<file path="config.mk">
export PLATFORM = sky130hd
export DESIGN_NAME = scanline_run_extract_with_moment
export DESIGN_NICKNAME = d
export VERILOG_FILES = /design/src/rtl/slrem_pkg.sv /design/src/rtl/slrem_front.sv /design/src/rtl/slrem_fifo.sv /design/src/rtl/slrem_back.sv /design/src/rtl/scanline_run_extract_with_moment.sv
export VERILOG_INCLUDE_DIRS = /design/src /design/src/rtl
export SDC_FILE = /design/constraint.sdc
export NUM_CORES = 2
export LEC_CHECK = 0
export ABC_AREA = 0
export BUFFER_PORTS_ARGS = -buffer_cell sky130_fd_sc_hd__buf_2
export CAP_MARGIN = 20
export CORE_ASPECT_RATIO = 0.8
export CORE_MARGIN = 2
export CORE_UTILIZATION = 60
export CTS_BUF_LIST = sky130_fd_sc_hd__clkbuf_8
export DETAILED_ROUTE_END_ITERATION = 12
export GPL_ROUTABILITY_DRIVEN = 0
export HOLD_SLACK_MARGIN = 0.03
export PLACE_DENSITY = 0.77
export SLEW_MARGIN = 20
export SYNTH_ARGS = -nofsm -noshare
export SYNTH_HDL_FRONTEND = slang
export SYNTH_HIERARCHICAL = 1
export SYNTH_SLANG_ARGS = --single-unit
</file>
<file path="constraint.sdc">
create_clock -name clk_i -period 33.1 [get_ports clk_i]
set_input_delay 6.62 -clock clk_i [delete_from_list [all_inputs] [get_ports clk_i]]
set_output_delay 6.62 -clock clk_i [all_outputs]
set_load 0.05 [all_outputs]
</file>
<file path="src/rtl/scanline_run_extract_with_moment_macros.svh">
// Assertion macros for the scan-line run extractor.
// Used by the top level only; relies on clk_i and rst_ni being in scope.
`ifndef SCANLINE_RUN_EXTRACT_WITH_MOMENT_MACROS_SVH
`define SCANLINE_RUN_EXTRACT_WITH_MOMENT_MACROS_SVH

// The consequent must hold in the same cycle as the antecedent.
`define SLREM_ASSERT_SAME(lbl, ante, cons, msg) \
  lbl: assert property (@(posedge clk_i) disable iff (!rst_ni) (ante) |-> (cons)) \
    else $error(msg);

// The consequent must hold in the cycle after the antecedent.
`define SLREM_ASSERT_NEXT(lbl, ante, cons, msg) \
  lbl: assert property (@(posedge clk_i) disable iff (!rst_ni) (ante) |=> (cons)) \
    else $error(msg);

`endif

</file>
<file path="src/rtl/slrem_pkg.sv">
// Shared constants, types and helper functions of the scan-line run extractor.
// Used by every module of the block; depends on nothing.
`default_nettype none

package slrem_pkg;

  localparam int unsigned MAX_LINE_LENGTH = 1024;
  localparam int unsigned MAX_ORDER       = 4;
  localparam int unsigned POS_W           = 10;
  localparam int unsigned LINE_W          = 10;
  localparam int unsigned ORD_W           = 3;
  localparam int unsigned Q_W             = 3;
  localparam int unsigned SUM_W           = 51;
  localparam int unsigned POW_W           = 51;
  localparam int unsigned MOM_W           = 58;
  localparam int unsigned FRAC_W          = 8;
  localparam int unsigned DIV_W           = 64;
  localparam int unsigned DIV_BITS        = 8;
  localparam int unsigned DIV_STEPS       = DIV_W / DIV_BITS;
  localparam int unsigned CNT_W           = 3;
  localparam int unsigned FIFO_DEPTH      = 4;
  localparam int unsigned FIFO_AW         = 2;

  typedef enum logic {
    KIND_RUN    = 1'b0,
    KIND_MOMENT = 1'b1
  } kind_e;

  typedef struct packed {
    logic              has_run;
    logic              has_mom;
    logic [LINE_W-1:0] line;
    logic [POS_W-1:0]  run_start;
    logic [POS_W-1:0]  run_end;
  } cmd_t;

  typedef struct packed {
    kind_e             kind;
    logic [LINE_W-1:0] line;
    logic [POS_W-1:0]  run_start;
    logic [POS_W-1:0]  run_end;
    logic [MOM_W-1:0]  moment;
    logic              last;
  } res_t;

  // Exponent q is the order plus one, with the order clamped to its maximum.
  function automatic logic [Q_W-1:0] exponent(input logic [ORD_W-1:0] order);
    logic [ORD_W-1:0] p;
    p = order;
    if (p > ORD_W'(MAX_ORDER)) begin
      p = ORD_W'(MAX_ORDER);
    end
    return Q_W'(p) + Q_W'(1);
  endfunction

endpackage

`default_nettype wire

</file>
<file path="src/rtl/slrem_front.sv">
// Front part: accepts pixels, tracks runs, position and line index.
// Produces one command per pixel that causes results; uses slrem_pkg.
`default_nettype none

module slrem_front (
  input  logic               clk_i,
  input  logic               rst_ni,
  input  logic               pix_valid_i,
  output logic               pix_ready_o,
  input  logic               pix_black_i,
  input  logic               pix_eol_i,
  input  logic               pix_first_i,
  output logic               push_o,
  output slrem_pkg::cmd_t    cmd_o,
  input  logic               full_i
);
  import slrem_pkg::*;

  logic              in_run_q, in_run_d;
  logic [POS_W-1:0]  open_start_q, open_start_d;
  logic [POS_W-1:0]  pos_q, pos_d;
  logic [LINE_W-1:0] line_q, line_d;
  logic              accept;
  logic [LINE_W-1:0] line_cur;
  logic [POS_W-1:0]  start_cur;
  logic [POS_W-1:0]  end_raw;
  logic              close_run;

  assign pix_ready_o = !full_i;
  assign accept      = pix_valid_i && pix_ready_o;
  assign line_cur    = pix_first_i ? '0 : line_q;

  always_comb begin
    in_run_d     = in_run_q;
    open_start_d = open_start_q;
    pos_d        = pos_q;
    line_d       = line_q;
    close_run    = 1'b0;
    start_cur    = open_start_q;
    end_raw      = pos_q;
    if (pix_black_i) begin
      if (!in_run_q) begin
        start_cur = pos_q;
      end
      close_run = pix_eol_i;
    end else if (in_run_q) begin
      close_run = 1'b1;
      end_raw   = (pos_q == '0) ? '0 : pos_q - POS_W'(1);
    end
    if (accept) begin
      in_run_d     = pix_black_i && !pix_eol_i;
      open_start_d = start_cur;
      line_d       = line_cur;
      if (pix_eol_i) begin
        pos_d  = '0;
        line_d = line_cur + LINE_W'(1);
      end else if (pos_q != POS_W'(MAX_LINE_LENGTH - 1)) begin
        pos_d = pos_q + POS_W'(1);
      end
    end
  end

  assign push_o            = accept && (close_run || pix_eol_i);
  assign cmd_o.has_run     = close_run;
  assign cmd_o.has_mom     = pix_eol_i;
  assign cmd_o.line        = line_cur;
  assign cmd_o.run_start   = start_cur;
  assign cmd_o.run_end     = (end_raw < start_cur) ? start_cur : end_raw;

  always_ff @(posedge clk_i or negedge rst_ni) begin
    if (!rst_ni) begin
      in_run_q     <= 1'b0;
      open_start_q <= '0;
      pos_q        <= '0;
      line_q       <= '0;
    end else begin
      in_run_q     <= in_run_d;
      open_start_q <= open_start_d;
      pos_q        <= pos_d;
      line_q       <= line_d;
    end
  end

endmodule

`default_nettype wire

</file>
<file path="src/rtl/slrem_fifo.sv">
// Short command queue between the front and the back part.
// Holds slrem_pkg::cmd_t entries; uses slrem_pkg.
`default_nettype none

module slrem_fifo (
  input  logic            clk_i,
  input  logic            rst_ni,
  input  logic            push_i,
  input  slrem_pkg::cmd_t cmd_i,
  output logic            full_o,
  input  logic            pop_i,
  output logic            empty_o,
  output slrem_pkg::cmd_t cmd_o
);
  import slrem_pkg::*;

  cmd_t               mem_q [FIFO_DEPTH];
  logic [FIFO_AW-1:0] wptr_q, rptr_q;
  logic [FIFO_AW:0]   count_q, count_d;

  assign full_o  = count_q == (FIFO_AW+1)'(FIFO_DEPTH);
  assign empty_o = count_q == '0;
  assign cmd_o   = mem_q[rptr_q];

  always_comb begin
    count_d = count_q;
    if (push_i && !pop_i) begin
      count_d = count_q + (FIFO_AW+1)'(1);
    end else if (pop_i && !push_i) begin
      count_d = count_q - (FIFO_AW+1)'(1);
    end
  end

  always_ff @(posedge clk_i) begin
    if (push_i) begin
      mem_q[wptr_q] <= cmd_i;
    end
  end

  always_ff @(posedge clk_i or negedge rst_ni) begin
    if (!rst_ni) begin
      wptr_q  <= '0;
      rptr_q  <= '0;
      count_q <= '0;
    end else begin
      count_q <= count_d;
      if (push_i) begin
        wptr_q <= wptr_q + FIFO_AW'(1);
      end
      if (pop_i) begin
        rptr_q <= rptr_q + FIFO_AW'(1);
      end
    end
  end

endmodule

`default_nettype wire

</file>
<file path="src/rtl/slrem_back.sv">
// Back part: raises run bounds to the power q, accumulates the line sum,
// divides it by q and drives the output register. Uses slrem_pkg.
`default_nettype none

module slrem_back (
  input  logic                     clk_i,
  input  logic                     rst_ni,
  input  logic                     cfg_valid_i,
  input  logic [slrem_pkg::ORD_W-1:0] cfg_data_i,
  input  logic                     empty_i,
  input  slrem_pkg::cmd_t          cmd_i,
  output logic                     pop_o,
  output logic                     out_valid_o,
  input  logic                     out_ready_i,
  output slrem_pkg::res_t          res_o
);
  import slrem_pkg::*;

  typedef enum logic [5:0] {
    S_IDLE  = 6'b000001,
    S_POW   = 6'b000010,
    S_ACC   = 6'b000100,
    S_EMITR = 6'b001000,
    S_DIV   = 6'b010000,
    S_EMITM = 6'b100000
  } state_e;

  state_e             state_q, state_d;
  logic [ORD_W-1:0]   order_q;
  logic [Q_W-1:0]     qexp;
  cmd_t               cmd_q, cmd_d;
  logic [POW_W-1:0]   pa_q, pa_d, pb_q, pb_d;
  logic [SUM_W-1:0]   sum_q, sum_d;
  logic [DIV_W-1:0]   dq_q, dq_d;
  logic [Q_W-1:0]     rem_q, rem_d;
  logic [CNT_W-1:0]   cnt_q, cnt_d;
  logic               out_valid_q, out_valid_d;
  res_t               res_q, res_d;
  logic               out_free;
  logic [POS_W:0]     base_a;
  logic [POW_W+POS_W:0] prod_a, prod_b;
  logic [POW_W-1:0]   term;
  logic [SUM_W:0]     sum_ext;
  logic [DIV_W-1:0]   div_dv;
  logic [Q_W-1:0]     div_rv;
  logic [Q_W:0]       div_r4;
  logic [DIV_W-1:0]   dividend;

  assign qexp     = exponent(order_q);
  assign out_free = !out_valid_q || out_ready_i;
  assign base_a   = {1'b0, cmd_q.run_end} + (POS_W+1)'(1);
  assign prod_a   = pa_q * base_a;
  assign prod_b   = pb_q * cmd_q.run_start;
  assign term     = pa_q - pb_q;
  assign sum_ext  = {1'b0, sum_q} + {1'b0, term};
  assign dividend = DIV_W'({sum_q, {FRAC_W{1'b0}}});

  always_comb begin
    div_dv = dq_q;
    div_rv = rem_q;
    div_r4 = '0;
    for (int k = 0; k < DIV_BITS; k++) begin
      div_r4 = {div_rv, div_dv[DIV_W-1]};
      div_dv = {div_dv[DIV_W-2:0], 1'b0};
      if (div_r4 >= {1'b0, qexp}) begin
        div_rv    = Q_W'(div_r4 - {1'b0, qexp});
        div_dv[0] = 1'b1;
      end else begin
        div_rv = div_r4[Q_W-1:0];
      end
    end
  end

  always_comb begin
    state_d     = state_q;
    cmd_d       = cmd_q;
    pa_d        = pa_q;
    pb_d        = pb_q;
    sum_d       = sum_q;
    dq_d        = dq_q;
    rem_d       = rem_q;
    cnt_d       = cnt_q;
    res_d       = res_q;
    out_valid_d = out_valid_q && !out_ready_i;
    pop_o       = 1'b0;
    unique case (state_q)
      S_IDLE: begin
        if (!empty_i) begin
          pop_o = 1'b1;
          cmd_d = cmd_i;
          if (cmd_i.has_run) begin
            pa_d    = POW_W'(1);
            pb_d    = POW_W'(1);
            cnt_d   = CNT_W'(qexp);
            state_d = S_POW;
          end else begin
            dq_d    = dividend;
            rem_d   = '0;
            cnt_d   = '0;
            state_d = S_DIV;
          end
        end
      end
      S_POW: begin
        pa_d  = prod_a[POW_W-1:0];
        pb_d  = prod_b[POW_W-1:0];
        cnt_d = cnt_q - CNT_W'(1);
        if (cnt_q == CNT_W'(1)) begin
          state_d = S_ACC;
        end
      end
      S_ACC: begin
        sum_d   = sum_ext[SUM_W] ? '1 : sum_ext[SUM_W-1:0];
        state_d = S_EMITR;
      end
      S_EMITR: begin
        if (out_free) begin
          out_valid_d     = 1'b1;
          res_d.kind      = KIND_RUN;
          res_d.line      = cmd_q.line;
          res_d.run_start = cmd_q.run_start;
          res_d.run_end   = cmd_q.run_end;
          res_d.moment    = '0;
          res_d.last      = !cmd_q.has_mom;
          if (cmd_q.has_mom) begin
            dq_d    = dividend;
            rem_d   = '0;
            cnt_d   = '0;
            state_d = S_DIV;
          end else begin
            state_d = S_IDLE;
          end
        end
      end
      S_DIV: begin
        dq_d  = div_dv;
        rem_d = div_rv;
        cnt_d = cnt_q + CNT_W'(1);
        if (cnt_q == CNT_W'(DIV_STEPS - 1)) begin
          state_d = S_EMITM;
        end
      end
      S_EMITM: begin
        if (out_free) begin
          out_valid_d     = 1'b1;
          res_d.kind      = KIND_MOMENT;
          res_d.line      = cmd_q.line;
          res_d.run_start = '0;
          res_d.run_end   = '0;
          res_d.moment    = (|dq_q[DIV_W-1:MOM_W]) ? '1 : dq_q[MOM_W-1:0];
          res_d.last      = 1'b1;
          sum_d           = '0;
          state_d         = S_IDLE;
        end
      end
      default: begin
        state_d = S_IDLE;
      end
    endcase
  end

  assign out_valid_o = out_valid_q;
  assign res_o       = res_q;

  always_ff @(posedge clk_i) begin
    cmd_q <= cmd_d;
    pa_q  <= pa_d;
    pb_q  <= pb_d;
    dq_q  <= dq_d;
    rem_q <= rem_d;
    res_q <= res_d;
  end

  always_ff @(posedge clk_i or negedge rst_ni) begin
    if (!rst_ni) begin
      state_q     <= S_IDLE;
      order_q     <= '0;
      sum_q       <= '0;
      cnt_q       <= '0;
      out_valid_q <= 1'b0;
    end else begin
      state_q     <= state_d;
      sum_q       <= sum_d;
      cnt_q       <= cnt_d;
      out_valid_q <= out_valid_d;
      if (cfg_valid_i) begin
        order_q <= cfg_data_i;
      end
    end
  end

endmodule

`default_nettype wire

</file>
<file path="src/rtl/scanline_run_extract_with_moment.sv">
// Usage: the slave stream takes one pixel per transaction: tdata bit 0 is the
// black flag, tlast marks the last pixel of a line and tuser restarts the line
// index at zero. Every run of black pixels yields a run result; the last pixel
// of a line then yields the line's moment result, floor(S * 256 / q), where S
// sums (end+1)^q - start^q over the line's runs and q is the order plus one,
// with the order clamped to 4. The configuration channel writes the moment
// order; it is always ready and is to be written only while the block is idle.
// Throughput: a pixel is taken whenever the four-entry command queue has room,
// so pixels without results stream at one per cycle. The back unit handles one
// command at a time: for a run it raises both bounds in S_POW (one multiply per
// cycle for the powers), adds the term to the sum in S_ACC and offers the run
// result in S_EMITR; for a moment it divides in S_DIV (eight bits of the
// division per cycle) and offers the moment result in S_EMITM.
// Reset clears the order to zero, the line index, position, open run and sum.
// When the receiver stalls the result waits in the output register, the back
// unit stops, and the input stalls once the queue is full.
// Depends on slrem_pkg, slrem_front, slrem_fifo, slrem_back and the macros.
`default_nettype none

`include "scanline_run_extract_with_moment_macros.svh"

module scanline_run_extract_with_moment (
  input  logic        clk_i,
  input  logic        rst_ni,
  input  logic        cfg_valid_i,
  output logic        cfg_ready_o,
  input  logic [2:0]  cfg_data_i,     // moment_order
  input  logic        s_axis_tvalid,
  output logic        s_axis_tready,
  input  logic [7:0]  s_axis_tdata,   // pixel_black, zero fill
  input  logic        s_axis_tlast,   // end_of_line
  input  logic [0:0]  s_axis_tuser,   // first_line
  output logic        m_axis_tvalid,
  input  logic        m_axis_tready,
  output logic [87:0] m_axis_tdata,   // line_index, run_start, run_end, moment
  output logic        m_axis_tlast,   // last
  output logic [0:0]  m_axis_tuser    // kind
);
  import slrem_pkg::*;

  logic push, full, pop, empty;
  cmd_t cmd_in, cmd_out;
  res_t res;

  assign cfg_ready_o = 1'b1;

  slrem_front u_front (
    .clk_i       (clk_i),
    .rst_ni      (rst_ni),
    .pix_valid_i (s_axis_tvalid),
    .pix_ready_o (s_axis_tready),
    .pix_black_i (s_axis_tdata[0]),
    .pix_eol_i   (s_axis_tlast),
    .pix_first_i (s_axis_tuser[0]),
    .push_o      (push),
    .cmd_o       (cmd_in),
    .full_i      (full)
  );

  slrem_fifo u_fifo (
    .clk_i   (clk_i),
    .rst_ni  (rst_ni),
    .push_i  (push),
    .cmd_i   (cmd_in),
    .full_o  (full),
    .pop_i   (pop),
    .empty_o (empty),
    .cmd_o   (cmd_out)
  );

  slrem_back u_back (
    .clk_i       (clk_i),
    .rst_ni      (rst_ni),
    .cfg_valid_i (cfg_valid_i && cfg_ready_o),
    .cfg_data_i  (cfg_data_i),
    .empty_i     (empty),
    .cmd_i       (cmd_out),
    .pop_o       (pop),
    .out_valid_o (m_axis_tvalid),
    .out_ready_i (m_axis_tready),
    .res_o       (res)
  );

  assign m_axis_tdata = {res.moment, res.run_end, res.run_start, res.line};
  assign m_axis_tlast = res.last;
  assign m_axis_tuser = res.kind;

  `SLREM_ASSERT_SAME(a_moment_is_last, m_axis_tvalid && (m_axis_tuser == KIND_MOMENT), m_axis_tlast, "moment result not marked last")
  `SLREM_ASSERT_SAME(a_run_bounds, m_axis_tvalid && (m_axis_tuser == KIND_RUN), m_axis_tdata[19:10] <= m_axis_tdata[29:20], "run end below run start")
  `SLREM_ASSERT_SAME(a_run_no_moment, m_axis_tvalid && (m_axis_tuser == KIND_RUN), m_axis_tdata[87:30] == '0, "run result carries a moment")
  `SLREM_ASSERT_NEXT(a_stall_holds, m_axis_tvalid && !m_axis_tready, m_axis_tvalid && $stable(m_axis_tdata), "stalled result changed")

endmodule

`default_nettype wire

</file>
==> Word level (Yosys, flattened, before mapping) <==
Memories as Yosys holds them, arrays and structs flattened.
Cells that the tools add are included.
{ "word_totals": {"out_inout_bits": 93, "input_bits": 18, "ramBits": 128, "n_memories": 1, "register_bits": 392} }
{ "classes": {"reduce_logical": 34, "mul": 2, "n_mux": 69, "n_eq_ne": 18, "n_addsub": 21, "order_cmp": 10, "bitwise": 1} }
{ "mem_list": {"columns": ["name", "words", "width", "read_ports", "rd_clocked_by_memory_dff", "wr", "line", "text"], "rows": [
  ["u_fifo.mem_q", 4, 32, 1, 0, 1, "slrem_fifo.sv:17", "cmd_t mem_q [FIFO_DEPTH];"]
]} }
{ "op_table": {"columns": ["operator", "count"], "rows": [
  ["51-bit case mux with 2 select lines", 3],
  ["64-bit 2-to-1 mux", 4],
  ["51-bit 2-to-1 mux", 4],
  ["64-bit case mux with 3 select lines", 1],
  ["90-bit 2-to-1 mux", 2],
  ["90-bit case mux with 2 select lines", 1],
  ["10-bit 2-to-1 mux", 10],
  ["58-bit 2-to-1 mux", 1],
  ["51-bit by 51-bit adder with 52-bit output", 1],
  ["51-bit by 10-bit multiplier with 51-bit output", 1],
  ["51-bit by 11-bit multiplier with 51-bit output", 1],
  ["3-bit 2-to-1 mux", 17],
  ["51-bit subtractor", 1],
  ["6-bit case mux with 6 select lines", 1],
  ["4-bit by 3-bit >= comparator with 1-bit output", 8],
  ["6-bit 2-to-1 mux", 5],
  ["3-bit subtractor", 8],
  ["10-bit by 1-bit adder with 10-bit output, second input constant", 2],
  ["1-bit 2-to-1 mux", 16],
  ["2-bit by 1-bit != test with 1-bit output, second input constant", 6],
  ["3-bit case mux with 4 select lines", 1],
  ["10-bit by 1-bit adder with 11-bit output, second input constant", 1],
  ["10-bit logical NOT", 1],
  ["10-bit < comparator", 1],
  ["other kinds (31)", 58]
]} }

==> Longest topological paths before layout <==
{ "depth": {"word_depth": 20, "ltp_mapped": 61, "ltp_nobuf": 60} }

==> Hierarchy <==
Netlist, hierarchy kept.
{ "by_module_without_submodules": {"columns": ["module", "area_per_inst_um2", "cells_each", "instances"], "rows": [
  ["slrem_back", 47461.8, 5062, 1],
  ["slrem_fifo", 5059.9, 202, 1],
  ["slrem_front", 2343.5, 282, 1],
  ["scanline_run_extract_with_moment", 11.3, 2, 1]
]} }

==> Worst setup path after synthesis <==
Ideal clock, no wire load.
{ "synth_path": {"path_kind": "input to register", "from": "input m_axis_tready", "to": "register u_back.res_q (netlist bit u_back/res_o[0]) (enable)", "path_slack_ns": 18.961, "setup_ns": 0.675, "stages": 3, "arrival_ns": 13.464, "cell_sequence": "nand2b_1 > buf_1 > a21boi_0"} }
{ "synth_between": {"elab_chain_cells": 3, "elab_cells_between_ends": 4, "classes_between": "eq/ne (2); reduce/logical (2)"} }
{ "synth_rtl": {"columns": ["element", "line", "text"], "rows": [
  ["from (decl)", "scanline_run_extract_with_moment.sv:34", "input logic m_axis_tready,"],
  ["1-bit logical OR *", "slrem_back.sv:50", "assign out_free = !out_valid_q || out_ready_i;"],
  ["2-bit by 1-bit != test with 1-bit output (no line)", null, null],
  ["3-bit AND reduction (no line) *", null, null],
  ["to (signal assigned)", "slrem_back.sv:171", "res_q <= res_d;"],
  ["to (decl)", "slrem_back.sv:38", "res_t res_q, res_d;"]
]} }
Mark *: on every way between the ends. The rest lies on a longest branch, timed or not.
A chain may end at the register's enable or synchronous reset.

==> Worst setup path after layout <==
{ "layout_path": {"from": "register u_back.order_q[2]", "to": "register u_back.rem_q[1] (data pin)"} }
{ "layout_between": {"elab_chain_cells": 20, "elab_cells_between_ends": 28, "classes_between": "add/sub (9); order compare (9); mux (10)"} }
{ "layout_rtl": {"columns": ["element", "line", "text"], "rows": [
  ["from (decl)", "slrem_back.sv:29", "logic [ORD_W-1:0] order_q;"],
  ["from (signal assigned)", "slrem_back.sv:187", "order_q <= cfg_data_i;"],
  ["3-bit > comparator", "slrem_pkg.sv:50", "if (p > ORD_W'(MAX_ORDER)) begin"],
  ["3-bit 2-to-1 mux *", "slrem_pkg.sv:50", null],
  ["3-bit by 1-bit adder with 3-bit output *", "slrem_pkg.sv:53", "return Q_W'(p) + Q_W'(1);"],
  ["4-bit by 3-bit >= comparator with 1-bit output / 3-bit subtractor (equally long branches)", "slrem_back.sv:65, slrem_back.sv:66", null],
  ["3-bit 2-to-1 mux", "slrem_back.sv:65", "if (div_r4 >= {1'b0, qexp}) begin"],
  ["4-bit by 3-bit >= comparator with 1-bit output / 3-bit subtractor (equally long branches)", "slrem_back.sv:65, slrem_back.sv:66", null],
  ["3-bit 2-to-1 mux", "slrem_back.sv:65", null],
  ["4-bit by 3-bit >= comparator with 1-bit output / 3-bit subtractor (equally long branches)", "slrem_back.sv:65, slrem_back.sv:66", null],
  ["[4 not listed]", null, null],
  ["3-bit 2-to-1 mux", "slrem_back.sv:65", null],
  ["4-bit by 3-bit >= comparator with 1-bit output / 3-bit subtractor (equally long branches)", "slrem_back.sv:65, slrem_back.sv:66", null],
  ["3-bit 2-to-1 mux", "slrem_back.sv:65", null],
  ["4-bit by 3-bit >= comparator with 1-bit output / 3-bit subtractor (equally long branches)", "slrem_back.sv:65, slrem_back.sv:66", null],
  ["3-bit 2-to-1 mux", "slrem_back.sv:65", null],
  ["4-bit by 3-bit >= comparator with 1-bit output / 3-bit subtractor (equally long branches)", "slrem_back.sv:65, slrem_back.sv:66", null],
  ["3-bit 2-to-1 mux *", "slrem_back.sv:65", null],
  ["3-bit case mux with 3 select lines *", "slrem_back.sv:86", "unique case (state_q)"],
  ["to (signal assigned)", "slrem_back.sv:170", "rem_q <= rem_d;"],
  ["to (decl)", "slrem_back.sv:35", "logic [Q_W-1:0] rem_q, rem_d;"]
]} }
Marks and branches as above.

==> summary.txt <==
Worst setup path
  • Crit Path Category: reg2reg
  • Worst Reg-to-Reg Cells: 57
  • WP data required: 33.54 ns
  • Reg2reg setup slack: between 20 and 25 ns
  • Reg-to-reg endpoint: u_back/rem_q[1]$_SDFFCE_PP0P_
  • RR Startpoint: u_back/order_q[2]$_DFFE_PN0P_
  • WP data arrival: 13.20 ns
  • Highest-delay cell along the critical path: mux2i_1
  • CP Max Fanout: 11
  • Crit-path most repeated cell: nand2_1
  • Crit-path max cell delay: 0.49 ns
  • CP startpoint kind: flip-flop
  • Crit. End Element: flip-flop

STA
  • Worst Tran Pin Value: 1.06 ns
  • Max Freq: approximately 78 MHz
  • Final hold vios: 0
  • Setup violators final: 0
  • Clock skew: between 0.04 and 0.05 ns
  • RSZ-0062 raised after global routing: no
  • Setup TNS: 0 ns
  • Final Max Slew Viols: 0
  • Max-slew headroom: 0.278
  • Final Cycle Share: 0.386
  • Post-layout min period: 12.76 ns

Detailed routing
  • Drt drc: 0
  • Via count: between 30000 and 40000
  • Antenna Violating Nets Remaining: 0
  • Vias/cell: about 5.9
  • Routed wire length per instance: 19.7 um
  • Post-Route WL: 134 mm
  • DRT iter0 DRCs: 3081
  • DRT Pass-1 Iters: 6

Die
  • Die Ht: 274 um
  • I/O pins: between 100 and 150
  • Core area: 90900 sq um
  • Starting Density: 0.604
  • # rows: ~100
  • DIE WIDTH: roughly 340 um
  • DIE AREA: approximately 94000 sq um

Yosys
  • Most instantiated cells after synthesis: nand2_1 (834), fa_1 (750), inv_1 (682)
  • YS warnings: 6
  • EDFF count, synth: 418
  • Leading area contributor after synthesis: fa_1
  • Count leader, synth: nand2_1
  • Sequential area share after synthesis: 0.275
  • Synthesized area: between 50000 and 60000 sq um
  • Top cell type's share of synthesized area: 0.274
  • Synth Flop Type: edfxtp_1
  • Syn Area/Cell: 9.89 sq um
  • Syn nets: about 6600
  • Yosys reg bits: 520
  • Ys async rst share: 0.196
  • Synth area leaders: fa_1 (27%), edfxtp_1 (23%), ha_1 (6.4%)
  • Distinct cells, synth: 99
  • Gate Count Post-Synth: 5548

Cells and area
  • Final net count: roughly 6500
  • Share of layout cells above drive strength 1: 0.0663
  • Area Overhead vs Synth: 5.70%

Run status
  • Outcome: complete, no violations

Place
  • Port Buf Inserts: 102
  • Hpwl dp: a little under 100 mm

Clocking
  • Clock-pin slew on the worst setup and hold paths: approximately 0.060 ns
  • Clk sinks: 520
  • Clk Latency, worst-skew pair: 0.74 ns
  • Clock buffer count from CTS: 83
  • CTS HTree Levels: 3
  • # hold bufs at CTS: 0
  • Post-CTS Setup Bufs: 0
  • TritonCTS clock tree: done
  • Post-CTS resize count: 0
  • Max clock buf depth: 3
  • CTS root buffer: clkbuf_8

Min path
  • Worst Hold Endpoint: u_back/res_o[87]$_DFFE_PP_
  • Hold path depth: 0
  • Hold Crit Start: u_back/cmd_q[28]$_DFFE_PP_
  • HP Class: reg2reg

GRT
  • Initial antenna violation count: 3
  • Largest net degree at the start of global routing: 81
  • First-pass GRT wire length: 220 mm
  • Tot GR Track Use: 0.296
  • Vias in the first global route: 41519
  • GRT overflow: 0

Flow run
  • Total of max-cap violations: 0
==> per-layer routing <==
layer / track usage / share of wire / up-vias / wire, um
li1: - / - / 17790 / -
met1: 0.407 / 0.42 / 20125 / 55400
met2: 0.478 / 0.47 / 1520 / 63100
met3: 0.0474 / 0.076 / 279 / 10200
met4: 0.110 / 0.036 / 4 / 4790
met5: 0 / 0.00025 / - / 34
==> area by class of cell <==
type                            instances  area (sq um)
Inverter                              682          2560
Sequential cell                       520         15100
Multi-Input combinational cell       4061         36200
Antenna cell                            3          7.51
Clock buffer                           89          1220
Clock inverter                         65           494
Timing Repair Buffer                  150           886
Tap cell                             1212          1520
Fill cell                            7281         32900
==> worst max-delay path: cells and delay by family (launching register included) <==
family          cells  cell delay, ns
flops               1            0.45
mux                 6            2.33
xor+xnor            1            0.20
compound gates     17            4.45
fa+ha+maj           9            2.36
buf+inv             5            0.39
simple gates       19            2.26
==> state kept, by name (all words and copies together), names as in the netlist, 10 cells and up <==
name                  flops
u_back/res_o             90
u_front/pos_q            10
u_front/open_start_q     10
u_fifo/mem_q            128
u_front/line_q           10
u_back/dq_q              64
u_back/pa_q              51
u_back/sum_q             51
u_back/cmd_q             31
u_back/pb_q              51
==> worst max-delay path by stage <==
| stage | startpoint | end |
|---|---|---|
| floorplan | m_axis_tready | u_back/res_o[0]$_SDFFCE_PP1P_ |
| global placement | u_back/order_q[2]$_DFFE_PN0P_ | u_back/rem_q[1]$_SDFFCE_PP0P_ |
| detailed placement | u_back/order_q[2]$_DFFE_PN0P_ | u_back/rem_q[1]$_SDFFCE_PP0P_ |
| CTS | u_back/order_q[2]$_DFFE_PN0P_ | u_back/rem_q[1]$_SDFFCE_PP0P_ |
| global route | u_back/order_q[2]$_DFFE_PN0P_ | u_back/rem_q[1]$_SDFFCE_PP0P_ |
| finish | u_back/order_q[2]$_DFFE_PN0P_ | u_back/rem_q[1]$_SDFFCE_PP0P_ |
==> placed cells by master, fill, tap and decap left out, drive strengths merged, types with 10 or more instances in the layout <==
master and n:
and3 23, o21a 23, clkinv 20, nand2b 83
dfrtp 101, nor2 326, a21oi 263, mux4 32
nand2 835, o31ai 10, nor3 39, a21o 187
clkbuf 89, a211oi 21, nand4 28, xnor2 158
nor3b 10, xor2 93, nand3 35, nor4 14
edfxtp 418, buf 150, mux2i 15, fa 750
nor2b 172, mux2 20, o21bai 22, o211ai 10
and2 305, inv 719, a31oi 22, a21boi 11
or2 14, ha 281, o21ai 144
==> cell families after synthesis <==
family | count (synthesis) | synth area share
simple gates | 1923 | 0.166
fa+ha+maj | 1031 | 0.338
buf+inv | 967 | 0.0679
compound gates | 788 | 0.0922
flops | 520 | 0.275
xor+xnor | 251 | 0.0401
mux | 67 | 0.0203
other cells | 1 | 0.0000683
==> stage by stage <==
step / hold WS (ns) / utilization / worst slack, ns / instance area [sq um] / cells
finish: 0.420 / 0.638 / 20.34 / 58000 / 6782
global route: 0.422 / 0.638 / 19.57 / 58000 / 6780
CTS: 0.420 / 0.638 / 20.49 / 58000 / 6778
detailed placement: 0.405 / 0.619 / 20.53 / 56300 / 6624
global placement: 0.402 / 0.619 / 20.84 / 56300 / 6624
floorplan: 0.400 / - / 18.96 / 54900 / 5548
Power is left out: the tool's default activity adds up to more than one toggle a clock period on the data nets, which glitch-free logic cannot reach.
